### config.mk
export PLATFORM = sky130hd
export DESIGN_NAME = timed_priority_task_queue_unit
export DESIGN_NICKNAME = d
export VERILOG_FILES = /design/src/rtl/tpq_pkg.sv /design/src/rtl/tpq_front.sv /design/src/rtl/tpq_engine.sv /design/src/rtl/timed_priority_task_queue_unit.sv
export SDC_FILE = /design/constraint.sdc
export NUM_CORES = 2
export LEC_CHECK = 0
export CORE_MARGIN = 3
export CORE_UTILIZATION = 55
export CTS_BUF_LIST = sky130_fd_sc_hd__clkbuf_4 sky130_fd_sc_hd__clkbuf_8
export DETAILED_ROUTE_END_ITERATION = 8
export DONT_BUFFER_PORTS = 1
export MAX_ROUTING_LAYER = met4
export PLACE_DENSITY = 0.81
export SLEW_MARGIN = 40
export SYNTH_ARGS = -nofsm -noshare
export SYNTH_HDL_FRONTEND = slang
export SYNTH_HIERARCHICAL = 1
export SYNTH_SLANG_ARGS = --single-unit
### constraint.sdc
create_clock -name clk -period 23.8 [get_ports clk]
set_input_delay 0 -clock clk [delete_from_list [all_inputs] [get_ports clk]]
set_output_delay 0 -clock clk [all_outputs]
set_load 0.1 [all_outputs]
### src/rtl/tpq_pkg.sv
package tpq_pkg;

	localparam int QUEUE_DEPTH_DEF   = 16;
	localparam int CANCEL_DEPTH_DEF  = 16;
	localparam int TIME_BITS_DEF     = 32;
	localparam int PRIORITY_BITS_DEF = 8;

	localparam int ID_BITS = 31;
	localparam logic [ID_BITS-1:0] IDENT_MASK = 31'h7FFFFFFF;

	typedef enum logic [1:0] {
		OP_SCHEDULE = 2'd0,
		OP_CANCEL   = 2'd1,
		OP_DISPATCH = 2'd2,
		OP_NONE     = 2'd3
	} op_t;

	typedef struct packed {
		logic [ID_BITS-1:0] assigned_id;
		logic               dispatched;
		logic [ID_BITS-1:0] dispatched_id;
		logic [7:0]         dispatched_priority;
		logic               refused_full;
	} result_t;

endpackage

### src/rtl/tpq_front.sv
module tpq_front #(
	parameter int TIME_BITS     = tpq_pkg::TIME_BITS_DEF,
	parameter int PRIORITY_BITS = tpq_pkg::PRIORITY_BITS_DEF,
	parameter int CMD_BITS      = 2 + 2*TIME_BITS + PRIORITY_BITS + tpq_pkg::ID_BITS
) (
	input  logic                clk,
	input  logic                arst_n,
	input  logic                in_valid,
	output logic                in_ready,
	input  logic [CMD_BITS-1:0] in_cmd,
	output logic                cmd_valid,
	input  logic                cmd_ready,
	output logic [CMD_BITS-1:0] cmd
);
	logic [CMD_BITS-1:0] slot_q [2];
	logic                rd_q, wr_q;
	logic [1:0]          cnt_q;

	assign in_ready  = (cnt_q != 2'd2);
	assign cmd_valid = (cnt_q != 2'd0);
	assign cmd       = slot_q[rd_q];

	always_ff @(posedge clk) begin
		if (in_valid && in_ready) slot_q[wr_q] <= in_cmd;
	end

	always_ff @(posedge clk or negedge arst_n) begin
		if (!arst_n) begin
			rd_q  <= 1'b0;
			wr_q  <= 1'b0;
			cnt_q <= 2'd0;
		end else begin
			if (in_valid && in_ready) wr_q <= ~wr_q;
			if (cmd_valid && cmd_ready) rd_q <= ~rd_q;
			cnt_q <= cnt_q + {1'b0, in_valid && in_ready} - {1'b0, cmd_valid && cmd_ready};
		end
	end
endmodule

### src/rtl/tpq_engine.sv
module tpq_engine #(
	parameter int QUEUE_DEPTH   = tpq_pkg::QUEUE_DEPTH_DEF,
	parameter int CANCEL_DEPTH  = tpq_pkg::CANCEL_DEPTH_DEF,
	parameter int TIME_BITS     = tpq_pkg::TIME_BITS_DEF,
	parameter int PRIORITY_BITS = tpq_pkg::PRIORITY_BITS_DEF,
	parameter int CMD_BITS      = 2 + 2*TIME_BITS + PRIORITY_BITS + tpq_pkg::ID_BITS
) (
	input  logic                clk,
	input  logic                arst_n,
	input  logic                cmd_valid,
	output logic                cmd_ready,
	input  logic [CMD_BITS-1:0] cmd,
	output logic                res_valid,
	input  logic                res_ready,
	output tpq_pkg::result_t    res
);
	localparam int IB = tpq_pkg::ID_BITS;
	localparam int QA = (QUEUE_DEPTH > 1) ? $clog2(QUEUE_DEPTH) : 1;
	localparam int CA = (CANCEL_DEPTH > 1) ? $clog2(CANCEL_DEPTH) : 1;
	localparam int QC = $clog2(QUEUE_DEPTH + 1);
	localparam int CC = $clog2(CANCEL_DEPTH + 1);

	typedef enum logic [13:0] {
		S_IDLE   = 14'b00000000000001,
		S_DSCAN  = 14'b00000000000010, // due front search
		S_DDEC   = 14'b00000000000100, // act on due front
		S_DREM   = 14'b00000000001000, // due remove (move last)
		S_CSCAN  = 14'b00000000010000, // cancel set search
		S_CDEC   = 14'b00000000100000,
		S_RSCAN  = 14'b00000001000000, // ready front search
		S_RDEC   = 14'b00000010000000,
		S_RREM   = 14'b00000100000000,
		S_OUT    = 14'b00001000000000,
		S_DMOVE  = 14'b00010000000000,
		S_LREAD  = 14'b00100000000000, // read last due entry
		S_RLREAD = 14'b01000000000000,
		S_CREM   = 14'b10000000000000
	} state_t;

	// where a search/removal returns to
	typedef enum logic [2:0] {
		C_CANCEL_FRONT, C_CANCEL_SET, C_DISP_DUE, C_POP_CHECK, C_READY_CHECK
	} ctx_t;

	state_t state_q;
	ctx_t   ctx_q;

	logic [TIME_BITS-1:0]     due_time_q  [QUEUE_DEPTH];
	logic [IB-1:0]            due_ident_q [QUEUE_DEPTH];
	logic [PRIORITY_BITS-1:0] due_prio_q  [QUEUE_DEPTH];
	logic [IB-1:0]            rdy_ident_q [QUEUE_DEPTH];
	logic [PRIORITY_BITS-1:0] rdy_prio_q  [QUEUE_DEPTH];
	logic [IB-1:0]            can_ident_q [CANCEL_DEPTH];
	logic [QC-1:0] due_cnt_q, rdy_cnt_q;
	logic [CC-1:0] can_cnt_q;
	logic [IB-1:0] next_id_q;

	logic [1:0]               op_q;
	logic [TIME_BITS-1:0]     dl_q;
	logic [PRIORITY_BITS-1:0] pv_q;
	logic [IB-1:0]            cid_q;

	logic [QC-1:0]            i_q;
	logic [QA-1:0]            best_q;
	logic [TIME_BITS-1:0]     bt_q;
	logic [IB-1:0]            bid_q;
	logic [PRIORITY_BITS-1:0] bp_q;
	logic [CC-1:0]            ci_q;
	logic                     cfound_q;
	logic [CA-1:0]            cidx_q;
	logic [IB-1:0]            key_q;
	logic                     take_q; // cancel search removes the record
	tpq_pkg::result_t         res_q;
	logic                     rv_q;
	logic [TIME_BITS-1:0]     lt_q;
	logic [IB-1:0]            lid_q;
	logic [PRIORITY_BITS-1:0] lp_q;

	logic [1:0]               c_op;
	logic [TIME_BITS-1:0]     c_tv, c_now;
	logic [PRIORITY_BITS-1:0] c_pv;
	logic [IB-1:0]            c_cid;
	assign {c_cid, c_pv, c_now, c_tv, c_op} = cmd;

	assign cmd_ready = (state_q == S_IDLE) && !rv_q;
	assign res_valid = rv_q;
	assign res       = res_q;

	logic [QA-1:0] ii;
	logic [CA-1:0] cii;
	assign ii  = i_q[QA-1:0];
	assign cii = ci_q[CA-1:0];

	always_ff @(posedge clk) begin
		unique case (state_q)
			S_IDLE: if (cmd_valid && cmd_ready) begin
				op_q  <= c_op;
				dl_q  <= (c_tv > c_now) ? c_now : c_tv;
				pv_q  <= c_pv;
				cid_q <= c_cid;
				if (c_op == tpq_pkg::OP_SCHEDULE && due_cnt_q < QC'(QUEUE_DEPTH)) begin
					due_time_q[due_cnt_q[QA-1:0]]  <= c_tv;
					due_ident_q[due_cnt_q[QA-1:0]] <= next_id_q;
					due_prio_q[due_cnt_q[QA-1:0]]  <= c_pv;
				end
			end
			S_DSCAN: if (i_q == '0 || due_time_q[ii] < bt_q ||
			             (due_time_q[ii] == bt_q && due_ident_q[ii] < bid_q)) begin
				best_q <= ii; bt_q <= due_time_q[ii];
				bid_q <= due_ident_q[ii]; bp_q <= due_prio_q[ii];
			end
			S_LREAD: begin
				lt_q  <= due_time_q[QA'(due_cnt_q - 1'b1)];
				lid_q <= due_ident_q[QA'(due_cnt_q - 1'b1)];
				lp_q  <= due_prio_q[QA'(due_cnt_q - 1'b1)];
			end
			S_DREM: begin
				due_time_q[best_q] <= lt_q; due_ident_q[best_q] <= lid_q;
				due_prio_q[best_q] <= lp_q;
			end
			S_DMOVE: begin
				rdy_ident_q[rdy_cnt_q[QA-1:0]] <= bid_q;
				rdy_prio_q[rdy_cnt_q[QA-1:0]]  <= bp_q;
			end
			S_RSCAN: if (i_q == '0 || rdy_prio_q[ii] > bp_q ||
			             (rdy_prio_q[ii] == bp_q && rdy_ident_q[ii] < bid_q)) begin
				best_q <= ii; bid_q <= rdy_ident_q[ii]; bp_q <= rdy_prio_q[ii];
			end
			S_RLREAD: begin
				lid_q <= rdy_ident_q[QA'(rdy_cnt_q - 1'b1)];
				lp_q  <= rdy_prio_q[QA'(rdy_cnt_q - 1'b1)];
			end
			S_RREM: begin
				rdy_ident_q[best_q] <= lid_q; rdy_prio_q[best_q] <= lp_q;
			end
			S_CSCAN: if (!cfound_q && ci_q < can_cnt_q && can_ident_q[cii] == key_q)
				cidx_q <= cii;
			S_CDEC: if (!cfound_q && op_q == tpq_pkg::OP_CANCEL && !take_q &&
			            can_cnt_q < CC'(CANCEL_DEPTH))
				can_ident_q[can_cnt_q[CA-1:0]] <= key_q;
			S_CREM: begin
				can_ident_q[cidx_q] <= lid_q;
			end
			default: ;
		endcase
		if (state_q == S_CDEC && cfound_q && take_q)
			lid_q <= can_ident_q[CA'(can_cnt_q - 1'b1)];
	end

	always_ff @(posedge clk or negedge arst_n) begin
		if (!arst_n) begin
			state_q <= S_IDLE; ctx_q <= C_CANCEL_FRONT;
			due_cnt_q <= '0; rdy_cnt_q <= '0; can_cnt_q <= '0; next_id_q <= '0;
			i_q <= '0; ci_q <= '0; cfound_q <= 1'b0; take_q <= 1'b0;
			rv_q <= 1'b0; res_q <= '0; key_q <= '0;
		end else begin
			// result taken: clear it so the next item starts from zero
			if (rv_q && res_ready) begin
				rv_q  <= 1'b0;
				res_q <= '0;
			end
			unique case (state_q)
				S_IDLE: if (cmd_valid && cmd_ready) begin
					unique case (c_op)
						tpq_pkg::OP_SCHEDULE: begin
							if (due_cnt_q >= QC'(QUEUE_DEPTH)) res_q.refused_full <= 1'b1;
							else begin
								res_q.assigned_id <= next_id_q;
								next_id_q <= (next_id_q + 1'b1) & tpq_pkg::IDENT_MASK;
								due_cnt_q <= due_cnt_q + 1'b1;
							end
							state_q <= S_OUT;
						end
						tpq_pkg::OP_CANCEL: begin
							if (due_cnt_q == '0 && rdy_cnt_q == '0) state_q <= S_OUT;
							else if (due_cnt_q == '0) begin
								key_q <= c_cid; take_q <= 1'b0; ctx_q <= C_CANCEL_SET;
								ci_q <= '0; cfound_q <= 1'b0; state_q <= S_CSCAN;
							end else begin
								ctx_q <= C_CANCEL_FRONT; i_q <= '0; state_q <= S_DSCAN;
							end
						end
						tpq_pkg::OP_DISPATCH: begin
							if (due_cnt_q == '0) begin
								if (rdy_cnt_q == '0) state_q <= S_OUT;
								else begin i_q <= '0; state_q <= S_RSCAN; end
							end else begin
								ctx_q <= C_DISP_DUE; i_q <= '0; state_q <= S_DSCAN;
							end
						end
						default: state_q <= S_OUT;
					endcase
				end
				S_DSCAN: begin
					if (i_q == due_cnt_q - 1'b1) state_q <= S_DDEC;
					else i_q <= i_q + 1'b1;
				end
				S_DDEC: begin
					unique case (ctx_q)
						C_CANCEL_FRONT: if (bid_q == cid_q) state_q <= S_LREAD;
							else begin
								key_q <= cid_q; take_q <= 1'b0; ctx_q <= C_CANCEL_SET;
								ci_q <= '0; cfound_q <= 1'b0; state_q <= S_CSCAN;
							end
						C_DISP_DUE: if (bt_q > dl_q) begin
								i_q <= '0;
								state_q <= (rdy_cnt_q == '0) ? S_OUT : S_RSCAN;
							end else if (rdy_cnt_q >= QC'(QUEUE_DEPTH)) begin
								res_q.refused_full <= 1'b1; i_q <= '0; state_q <= S_RSCAN;
							end else state_q <= S_DMOVE;
						default: begin // pop cleanup: is this front recorded?
							key_q <= bid_q; take_q <= 1'b1; ci_q <= '0;
							cfound_q <= 1'b0; state_q <= S_CSCAN;
						end
					endcase
				end
				S_DMOVE: begin
					rdy_cnt_q <= rdy_cnt_q + 1'b1; state_q <= S_LREAD;
				end
				S_LREAD: state_q <= S_DREM;
				S_DREM: begin
					due_cnt_q <= due_cnt_q - 1'b1;
					if (due_cnt_q == QC'(1)) begin
						i_q <= '0;
						if (op_q == tpq_pkg::OP_DISPATCH)
							state_q <= (rdy_cnt_q == '0) ? S_OUT : S_RSCAN;
						else state_q <= S_OUT;
					end else begin
						ctx_q <= C_POP_CHECK; i_q <= '0; state_q <= S_DSCAN;
					end
				end
				S_CSCAN: begin
					if (ci_q < can_cnt_q && can_ident_q[cii] == key_q) cfound_q <= 1'b1;
					if (cfound_q || ci_q >= can_cnt_q) state_q <= S_CDEC;
					else ci_q <= ci_q + 1'b1;
				end
				S_CDEC: begin
					if (!take_q) begin
						if (!cfound_q) begin
							if (can_cnt_q >= CC'(CANCEL_DEPTH)) res_q.refused_full <= 1'b1;
							else can_cnt_q <= can_cnt_q + 1'b1;
						end
						state_q <= S_OUT;
					end else if (cfound_q) state_q <= S_CREM;
					else if (ctx_q == C_READY_CHECK) state_q <= S_RDEC;
					else begin
						// pop cleanup ends: resume the caller
						i_q <= '0;
						if (op_q == tpq_pkg::OP_DISPATCH) begin
							ctx_q <= C_DISP_DUE; state_q <= S_DSCAN;
						end else state_q <= S_OUT;
					end
				end
				S_CREM: begin
					can_cnt_q <= can_cnt_q - 1'b1;
					if (ctx_q == C_READY_CHECK) state_q <= S_RLREAD;
					else state_q <= S_LREAD;
				end
				S_RSCAN: begin
					if (i_q == rdy_cnt_q - 1'b1) begin
						ctx_q <= C_READY_CHECK; take_q <= 1'b1;
						ci_q <= '0; cfound_q <= 1'b0; state_q <= S_CSCAN;
					end else i_q <= i_q + 1'b1;
					if (i_q == rdy_cnt_q - 1'b1) key_q <= (i_q == '0 ||
						rdy_prio_q[ii] > bp_q || (rdy_prio_q[ii] == bp_q &&
						rdy_ident_q[ii] < bid_q)) ? rdy_ident_q[ii] : bid_q;
				end
				S_RDEC: begin
					if (bp_q < pv_q) state_q <= S_OUT;
					else begin
						res_q.dispatched <= 1'b1; res_q.dispatched_id <= bid_q;
						res_q.dispatched_priority <= 8'(bp_q);
						state_q <= S_RLREAD;
					end
				end
				S_RLREAD: state_q <= S_RREM;
				S_RREM: begin
					rdy_cnt_q <= rdy_cnt_q - 1'b1;
					i_q <= '0;
					if (res_q.dispatched || rdy_cnt_q == QC'(1)) state_q <= S_OUT;
					else state_q <= S_RSCAN;
				end
				S_OUT: begin
					rv_q <= 1'b1; state_q <= S_IDLE;
				end
				default: state_q <= S_IDLE;
			endcase
		end
	end
endmodule

### src/rtl/timed_priority_task_queue_unit.sv
// channel | dir | handshake        | payload
// s_axis  | in  | tvalid / tready  | op, time_value, current_time, priority_value, cancel_id
// m_axis  | out | tvalid / tready  | assigned_id, dispatched, dispatched_id, prio, refused_full
//
// Flow: one item at a time; a schedule result is registered in S_OUT after
// its transfer. A cancel or dispatch runs a front search over the N stored
// entries, a cancel-set walk over the C records, and further states per entry
// removed or moved between stores.
// Reset: arst_n clears all counts; stores carry no reset.
// Stalls: a two-entry command queue takes transfers while the engine works;
// a held result stops the engine, not the queue.
module timed_priority_task_queue_unit #(
	parameter int QUEUE_DEPTH   = tpq_pkg::QUEUE_DEPTH_DEF,
	parameter int CANCEL_DEPTH  = tpq_pkg::CANCEL_DEPTH_DEF,
	parameter int TIME_BITS     = tpq_pkg::TIME_BITS_DEF,
	parameter int PRIORITY_BITS = tpq_pkg::PRIORITY_BITS_DEF
) (
	input  logic          clk,
	input  logic          arst_n,
	input  logic          s_axis_tvalid,
	output logic          s_axis_tready,
	// op[1:0], time_value[33:2], current_time[65:34], priority_value[73:66],
	// cancel_id[104:74], zero fill to 111
	input  logic [111:0]  s_axis_tdata,
	output logic          m_axis_tvalid,
	input  logic          m_axis_tready,
	// assigned_id[30:0], dispatched[31], dispatched_id[62:32],
	// dispatched_priority[70:63], refused_full[71]
	output logic [71:0]   m_axis_tdata
);
	localparam int CB = 2 + 2*TIME_BITS + PRIORITY_BITS + tpq_pkg::ID_BITS;

	logic [CB-1:0] in_cmd, cmd;
	logic cmd_valid, cmd_ready;
	tpq_pkg::result_t res;

	// times and priorities sized to the configured widths
	assign in_cmd = {s_axis_tdata[104:74], PRIORITY_BITS'(s_axis_tdata[73:66]),
	                 TIME_BITS'(s_axis_tdata[65:34]), TIME_BITS'(s_axis_tdata[33:2]),
	                 s_axis_tdata[1:0]};

	tpq_front #(.TIME_BITS(TIME_BITS), .PRIORITY_BITS(PRIORITY_BITS), .CMD_BITS(CB))
	u_front (
		.clk, .arst_n, .in_valid(s_axis_tvalid), .in_ready(s_axis_tready),
		.in_cmd, .cmd_valid, .cmd_ready, .cmd
	);

	tpq_engine #(.QUEUE_DEPTH(QUEUE_DEPTH), .CANCEL_DEPTH(CANCEL_DEPTH),
	             .TIME_BITS(TIME_BITS), .PRIORITY_BITS(PRIORITY_BITS), .CMD_BITS(CB))
	u_engine (
		.clk, .arst_n, .cmd_valid, .cmd_ready, .cmd,
		.res_valid(m_axis_tvalid), .res_ready(m_axis_tready), .res
	);

	assign m_axis_tdata = {res.refused_full, res.dispatched_priority,
	                       res.dispatched_id, res.dispatched, res.assigned_id};

	// a refused item never carries an identifier
	a_refused: assert property (@(posedge clk) disable iff (!arst_n)
		m_axis_tvalid && m_axis_tdata[71] |-> m_axis_tdata[30:0] == '0)
		else $error("refused result carries id");
	// a result that is not dispatched has no dispatch payload
	a_nodisp: assert property (@(posedge clk) disable iff (!arst_n)
		m_axis_tvalid && !m_axis_tdata[31] |-> m_axis_tdata[70:32] == '0)
		else $error("stray dispatch payload");
	// a stalled result holds
	a_hold: assert property (@(posedge clk) disable iff (!arst_n)
		m_axis_tvalid && !m_axis_tready |=> m_axis_tvalid && $stable(m_axis_tdata))
		else $error("result changed under stall");
endmodule
==> Word-level counts from Yosys, hierarchy flattened <==
Memory sizes are Yosys's and may differ from the RTL's. A register that Yosys moved wholly into a read port is not among the register bits.
Cells that the tools add are included.
Widths: inputs -> output; s select.
{ "word_totals": {"latchBits": 0, "n_memories": 7, "ram_bits": 2466, "word_cells": 348, "out_inout_bits": 74, "romBits": 0, "in_bits": 116, "ff_bits": 374} }
{ "memory_table": {"columns": ["memory", "depth", "width", "rd", "rd_clocked_by_memory_dff", "write_ports", "line_no", "text"], "rows": [
  ["u_engine.due_time_q", 16, 32, 2, 1, 1, "tpq_engine.sv:48", "logic [TIME_BITS-1:0] due_time_q [QUEUE_DEPTH];"],
  ["u_engine.can_ident_q", 16, 31, 2, 0, 1, "tpq_engine.sv:53", "logic [IB-1:0] can_ident_q [CANCEL_DEPTH];"],
  ["u_engine.due_ident_q", 16, 31, 2, 0, 1, "tpq_engine.sv:49", "logic [IB-1:0] due_ident_q [QUEUE_DEPTH];"],
  ["u_engine.rdy_ident_q", 16, 31, 2, 0, 1, "tpq_engine.sv:51", "logic [IB-1:0] rdy_ident_q [QUEUE_DEPTH];"],
  ["u_front.slot_q", 2, 105, 1, 0, 1, "tpq_front.sv:15", "logic [CMD_BITS-1:0] slot_q [2];"],
  ["u_engine.due_prio_q", 16, 8, 2, 0, 1, "tpq_engine.sv:50", "logic [PRIORITY_BITS-1:0] due_prio_q [QUEUE_DEPTH];"],
  ["1 more memories", null, null, null, null, null, null, null]
]} }
{ "classes": {"n_eq_ne": 62, "shift": 0, "order_cmp": 14, "div_mod_pow": 0, "add_sub_neg": 11, "mux": 157, "n_reduce_logical": 63, "bitwise": 3, "n_mul": 0} }
{ "ops": {"columns": ["cell", "n"], "rows": [
  ["$mux 31", 16],
  ["$pmux 31 s2", 3],
  ["$pmux 14 s13", 1],
  ["$mux 5", 27],
  ["$mux 14", 9],
  ["$pmux 31 s3", 1],
  ["$reduce_or 31->1", 3],
  ["$mux 40", 2],
  ["$mux 72", 1],
  ["$gt 32x32->1", 2],
  ["$mux 32", 2],
  ["$eq 31x31->1", 2],
  ["$lt 31x31->1", 2],
  ["$mux 10", 6],
  ["$pmux 14 s2", 2],
  ["$pmux 5 s2", 5],
  ["$mux 1", 43],
  ["$ne 2x2->1 const B", 19],
  ["$mux 3", 11],
  ["$eq 32x32->1", 1],
  ["$lt 32x32->1", 1],
  ["$mux 4", 8],
  ["$mux 8", 4],
  ["$pmux 8 s2", 2],
  ["68 further kinds", 137]
]} }

==> Depth between registers and ports, before layout <==
{ "depth": {"word_depth": 8, "ltp_mapped": 19} }

==> By module <==
The synthesis kept the hierarchy.
{ "modules_own_cells": {"columns": ["module", "cells_per_inst", "area_per_inst_um2", "n_inst", "seq_area_each_um2"], "rows": [
  ["tpq_engine", 7005, 126784.1, 1, 78921.9],
  ["tpq_front", 344, 7932.6, 1, 6406.1]
]} }

==> Worst setup path after synthesis <==
OpenSTA, ideal clock, no wires.
{ "synth_timing": {"kind": "reg-to-reg", "from": "register u_engine.state_q[6]", "to": "memory u_engine/due_ident_q[9][0] (netlist name), enable pin", "path_buffers": 1, "stages_incl_launch_ff": 10, "setup_slack_ns": 14.691, "t_arrival_ns": 8.608, "cell_sequence": "dfrtp_1 -> nor4_4 -> nand4_1 -> or3_1 -> buf_2 -> nor2_1 -> nand2_1 -> nor2_1 -> a32oi_1 -> nor2_1"} }
{ "synth_via": {"elab_chain_len": 7, "word_cells_on_any_way": 12, "cone_classes": "2 x eq/ne; 7 x mux; 3 x reduce/logical"} }
{ "synth_lines": {"columns": ["item", "line_no", "text"], "rows": [
  ["start, declared", "tpq_engine.sv:45", "state_t state_q;"],
  ["start signal, assigned", "tpq_engine.sv:207", "state_q <= (rdy_cnt_q == '0) ? S_OUT : S_RSCAN;"],
  ["start signal, assigned", "tpq_engine.sv:226", "state_q <= (rdy_cnt_q == '0) ? S_OUT : S_RSCAN;"],
  ["branches (longest 7 deep; another with $reduce_or 31->1)", null, null],
  ["end, declared", "tpq_engine.sv:49", null]
]} }
Several ways; the timed one is not identified.

==> Worst setup path in the final report <==
{ "layout_timing": {"from": "register u_engine.i_q[0]", "to": "register u_engine.bp_q[6], enable pin"} }
{ "layout_via": {"elab_chain_len": 6, "word_cells_on_any_way": 20, "cone_classes": "4 x order compare; 4 x eq/ne; 8 x reduce/logical; 4 x memory"} }
{ "layout_lines": {"columns": ["item", "line_no", "text"], "rows": [
  ["start, declared", "tpq_engine.sv:63", "logic [QC-1:0] i_q;"],
  ["start signal, assigned", "tpq_engine.sv:196", "else i_q <= i_q + 1'b1;"],
  ["start signal, assigned", "tpq_engine.sv:263", "end else i_q <= i_q + 1'b1;"],
  ["$mem_v2 16x32 (tied with other cells)", null, null],
  ["$lt 32x32->1 (tied with other cells)", "tpq_engine.sv:107", "S_DSCAN: if (i_q == '0 || due_time_q[ii] < bt_q ||"],
  ["$logic_or 1x1->1 (tied with other cells)", "tpq_engine.sv:107", null],
  ["$logic_or 1x1->1 (on tied branches)", "tpq_engine.sv:107, tpq_engine.sv:125", null],
  ["$ne 2x1->1 (no source line)", null, null],
  ["$reduce_and 3->1 (no source line) *", null, null],
  ["end signal, assigned", "tpq_engine.sv:110", "bid_q <= due_ident_q[ii]; bp_q <= due_prio_q[ii];"],
  ["end signal, assigned", "tpq_engine.sv:127", "best_q <= ii; bid_q <= rdy_ident_q[ii]; bp_q <= rdy_prio_q[ii];"],
  ["end, declared", "tpq_engine.sv:67", "logic [PRIORITY_BITS-1:0] bp_q;"]
]} }
Every way passes the cells marked *; elsewhere a longest branch is shown, timed or not.
A chain may end at the register's enable or synchronous reset.

==> reports/metrics.json <==
{
  "p_comb_frac": {"value": 0.299},
  "floorplan.io_pins": {"value": 190},
  "primary_ff_master_synth": {"value": "sky130_fd_sc_hd__edfxtp_1"},
  "grt_pass1_vias": {"value": 82453},
  "synth_seq_cells": {"value": 2872},
  "global_route_wire_length_before_repair": {"value": 583, "unit": "mm"},
  "setup_repair_after_global_routing_missed_its_margin": {"value": "false"},
  "antenna_found_initial": {"value": 11},
  "instances_no_fill": {"value": 11401},
  "clk_root_buffer_cell": {"value": "sky130_fd_sc_hd__clkbuf_8"},
  "endpoint_kind": {"value": "flop"},
  "worstSetupPathType": {"value": "reg -> reg"},
  "post_synth_instance_area": {"value": 0.135, "unit": "mm2"},
  "synth.top_cells.by_area": {"value": "sky130_fd_sc_hd__edfxtp_1 60%, sky130_fd_sc_hd__mux4_2 22%, sky130_fd_sc_hd__dfrtp_1 3.4%"},
  "latest_clock_arrival_within_the_worst_skew_pair": {"value": 1.20, "unit": "ns"},
  "pin_count_of_the_biggest_net_entering_global_routing": {"value": 183},
  "clkSinkCount": {"value": 2872},
  "via_per_inst": {"value": 7.11},
  "power_frac_clock": {"value": 0.268},
  "core": {"value": 0.243, "unit": "mm2"},
  "maxSlewHeadroom": {"value": 0.371},
  "cts-htree-levels": {"value": 5},
  "post_route_cells_drive_above_1_share": {"value": 0.320},
  "grt_remaining_overflow": {"value": 0},
  "worst_slack": {"value": 15.91, "unit": "ns"},
  "clock_skew": {"value": 0.169, "unit": "ns"},
  "period_share": {"value": 0.332},
  "postSynthCellCount": {"value": 7349},
  "synth-async-reset-ratio": {"value": 0.0637},
  "worst_pin_slew": {"value": 0.935, "unit": "ns"},
  "clk_pin_slew": {"value": 0.06, "unit": "ns"},
  "cts_buffer_depth": {"value": 4},
  "critical_path_required": {"value": 24.52, "unit": "ns"},
  "worst_ep_arrival_time": {"value": 8.61, "unit": "ns"},
  "route.final.wire_length": {"value": 402, "unit": "mm"},
  "fmaxAchievable": {"value": 127, "unit": "MHz"},
  "syn_area_per_cell": {"value": 18.3, "unit": "um2"},
  "drt-wirelength-per-cell": {"value": 35.3, "unit": "um"},
  "worst_hold_slack": {"value": 0.0630, "unit": "ns"},
  "start_util": {"value": 0.553},
  "sw_frac_of_total": {"value": 0.335},
  "ant_nets": {"value": 0},
  "cts-buffers-inserted": {"value": 459},
  "synth-edff-count": {"value": 2689},
  "synthesized_nets": {"value": 7658},
  "synth_cell_type_count": {"value": 85},
  "ctsHoldBuffers": {"value": 255},
  "worstSetupStartpointType": {"value": "flop"},
  "numPlacedInstances": {"value": 10303},
  "num_vias": {"value": 81066},
  "status": {"value": "completed"},
  "synth.yosys.warnings": {"value": 6},
  "finalHoldViolCount": {"value": 0},
  "timing.final.crit_period": {"value": 7.89, "unit": "ns"},
  "die_height": {"value": 501, "unit": "um"},
  "ir_worst_vdd": {"value": 0.000122, "unit": "V"},
  "power_dissipated_by_switching_net_loads": {"value": 0.00528, "unit": "W"},
  "max-cap-violations": {"value": 0},
  "n_fill_cell": {"value": 16089},
  "netlist.area_leader.share": {"value": 0.599},
  "placement.io_buffers": {"value": 0},
  "p_seq_frac": {"value": 0.433},
  "slew_violations": {"value": 0},
  "fin_nets": {"value": 8134},
  "most_common_cell_after_layout_fill_and_taps_aside": {"value": "sky130_fd_sc_hd__edfxtp_1"},
  "die_area": {"value": 0.251, "unit": "mm2"},
  "post_cts_buffers": {"value": 0},
  "synth.yosys.seq_area_share": {"value": 0.633},
  "cellLeakagePower": {"value": 49.1, "unit": "nW"},
  "tritoncts": {"value": "built"},
  "layout-area-overhead-vs-synth": {"value": 12.5, "unit": "%"},
  "power.density": {"value": 104, "unit": "mW/mm2"},
  "sum_of_negative_setup_slack": {"value": 0, "unit": "ns"},
  "worstPathMaxFanout": {"value": 61},
  "netlist.top_cell.by_area": {"value": "sky130_fd_sc_hd__edfxtp_1"},
  "die_w": {"value": 501, "unit": "um"},
  "finalSetupViolCount": {"value": 0},
  "placementRows": {"value": 181},
  "multi_input_area": {"value": 0.0474, "unit": "mm2"},
  "layout_common_cells": {"value": "2689 x sky130_fd_sc_hd__edfxtp_1, 1328 x sky130_fd_sc_hd__mux4_2, 656 x sky130_fd_sc_hd__nand2_1, 487 x sky130_fd_sc_hd__clkbuf_8, 253 x sky130_fd_sc_hd__dlygate4sd3_1"},
  "dpl_worst_slack": {"value": 16.08, "unit": "ns"},
  "drc": {"value": 0},
  "worst_hold_path_type": {"value": "in -> reg"},
  "groute.usage.overall": {"value": 0.332},
  "drt_pre_antenna_iters": {"value": 6},
  "gpl.final_weighted_congestion": {"value": 1.00},
  "cellInternalPower": {"value": 0.0105, "unit": "W"},
  "sequential_cell_area": {"value": 0.0855, "unit": "mm2"},
  "place.detailed.hpwl": {"value": 244, "unit": "mm"},
  "dr.first_iter.drc_count": {"value": 13350},
  "cts_resized": {"value": 0}
}
## layer usage
| layer | global-route usage | share of wire |
|---|---|---|
| met1 | 0.422 | 0.33 |
| met2 | 0.486 | 0.46 |
| met3 | 0.0919 | 0.14 |
| met4 | 0.188 | 0.071 |
| met5 | - | 0 |
## final timing paths
path,start,end,slack (ns),cells after the start
setup / recovery,u_engine/i_q[0],u_engine/bp_q[6],15.91,14
hold / removal,s_axis_tdata[83],u_front/slot_q[0][83],0.06,2
setup reg to reg,u_engine/i_q[0],u_engine/bp_q[6],15.91,14
hold reg to reg,u_front/cnt_q[0],u_front/cnt_q[0],0.52,1
max in group asynchronous,arst_n,u_engine/res[18],22.28,6
min in group asynchronous,arst_n,u_engine/next_id_q[15],0.17,4
## final cells by class
cell class | count | area share
tap | 3202 | 0.0264
multi-input combinational | 3800 | 0.312
clock inverter | 211 | 0.00909
antenna | 9 | 0.000149
inverter | 209 | 0.00519
sequential | 2872 | 0.564
timing repair buffer | 483 | 0.0323
clock buffer | 615 | 0.0505
## power groups by stage
stage          logic (W)  clock network [W]  registers [W]
2_1_floorplan    0.00311                  0        0.00677
3_3_place_gp     0.00438                  0        0.00689
3_5_place_dp     0.00452                  0        0.00691
4_1_cts          0.00459            0.00425        0.00681
5_1_grt          0.00494            0.00448        0.00685
6_report         0.00471            0.00423        0.00682
## synth_stat cells, types with 7 or more instances
library cell and n:
sky130_fd_sc_hd__a2111oi_0 7, sky130_fd_sc_hd__a211oi_1 37, sky130_fd_sc_hd__a21o_1 39, sky130_fd_sc_hd__a21oi_1 179
sky130_fd_sc_hd__a221oi_1 13, sky130_fd_sc_hd__a22oi_1 17, sky130_fd_sc_hd__a31oi_1 21, sky130_fd_sc_hd__and2_1 12
sky130_fd_sc_hd__and3_1 15, sky130_fd_sc_hd__buf_1 88, sky130_fd_sc_hd__buf_2 84, sky130_fd_sc_hd__buf_4 8
sky130_fd_sc_hd__buf_6 16, sky130_fd_sc_hd__clkbuf_1 270, sky130_fd_sc_hd__dfrtp_1 182, sky130_fd_sc_hd__edfxtp_1 2689
sky130_fd_sc_hd__ha_1 193, sky130_fd_sc_hd__inv_1 206, sky130_fd_sc_hd__mux2_2 111, sky130_fd_sc_hd__mux2_4 40
sky130_fd_sc_hd__mux2i_1 205, sky130_fd_sc_hd__mux4_2 1328, sky130_fd_sc_hd__nand2_1 657, sky130_fd_sc_hd__nand3_1 38
sky130_fd_sc_hd__nand4_1 53, sky130_fd_sc_hd__nor2_1 160, sky130_fd_sc_hd__nor2b_1 54, sky130_fd_sc_hd__nor3_1 36
sky130_fd_sc_hd__nor3b_1 11, sky130_fd_sc_hd__nor4_1 19, sky130_fd_sc_hd__o211ai_1 38, sky130_fd_sc_hd__o21a_1 37
sky130_fd_sc_hd__o21ai_0 215, sky130_fd_sc_hd__o221ai_1 8, sky130_fd_sc_hd__o22ai_1 15, sky130_fd_sc_hd__xnor2_1 79
sky130_fd_sc_hd__xor2_1 46
## registers in the layout, indices dropped and copies added (netlist names), 31 cells and up
name and count:
u_engine/lt_q 32, u_engine/bt_q 32, u_engine/lid_q 31, u_engine/can_ident_q 496
u_engine/due_ident_q 496, u_engine/next_id_q 31, u_engine/rdy_prio_q 128, u_engine/bid_q 31
u_engine/key_q 31, u_engine/due_prio_q 128, u_engine/dl_q 32, u_engine/res 72
u_front/slot_q 210, u_engine/cid_q 31, u_engine/rdy_ident_q 496, u_engine/due_time_q 512
## cell families after synthesis
kind of cell | Yosys count | synth area share
adder cells (fa/ha/maj) | 193 | 0.0179
XOR/XNOR | 127 | 0.00841
flip-flops | 2872 | 0.633
multiplexers | 1685 | 0.251
buffers and inverters | 677 | 0.0209
AND/OR/NAND/NOR | 1110 | 0.0368
AO/OA/AOI/OAI | 685 | 0.0313
## worst max-delay path, cell delays in order, from the launching register on
cell                        delay [ns]
sky130_fd_sc_hd__dfrtp_4          0.85
sky130_fd_sc_hd__buf_6            0.56
sky130_fd_sc_hd__buf_12           0.42
sky130_fd_sc_hd__buf_16           0.39
sky130_fd_sc_hd__mux4_2           0.61
sky130_fd_sc_hd__mux4_2           0.54
sky130_fd_sc_hd__ha_1             0.33
sky130_fd_sc_hd__and4_1           0.24
sky130_fd_sc_hd__nand3_1          0.14
sky130_fd_sc_hd__nor3_1           0.30
sky130_fd_sc_hd__nand3_1          0.44
sky130_fd_sc_hd__or4_1            0.76
sky130_fd_sc_hd__a2111oi_0        0.63
sky130_fd_sc_hd__a21oi_1          0.44
sky130_fd_sc_hd__nand2_1          0.67
## metrics by stage
step	total power [W]	instance area (um2)	utilization
finish	0.0158	152000	0.623
global route	0.0163	152000	0.623
CTS	0.0156	151000	0.621
detailed placement	0.0114	140000	0.573
global placement	0.0113	139000	0.571
floorplan	0.00988	135000	-
(Power assumes the default switching activity.)
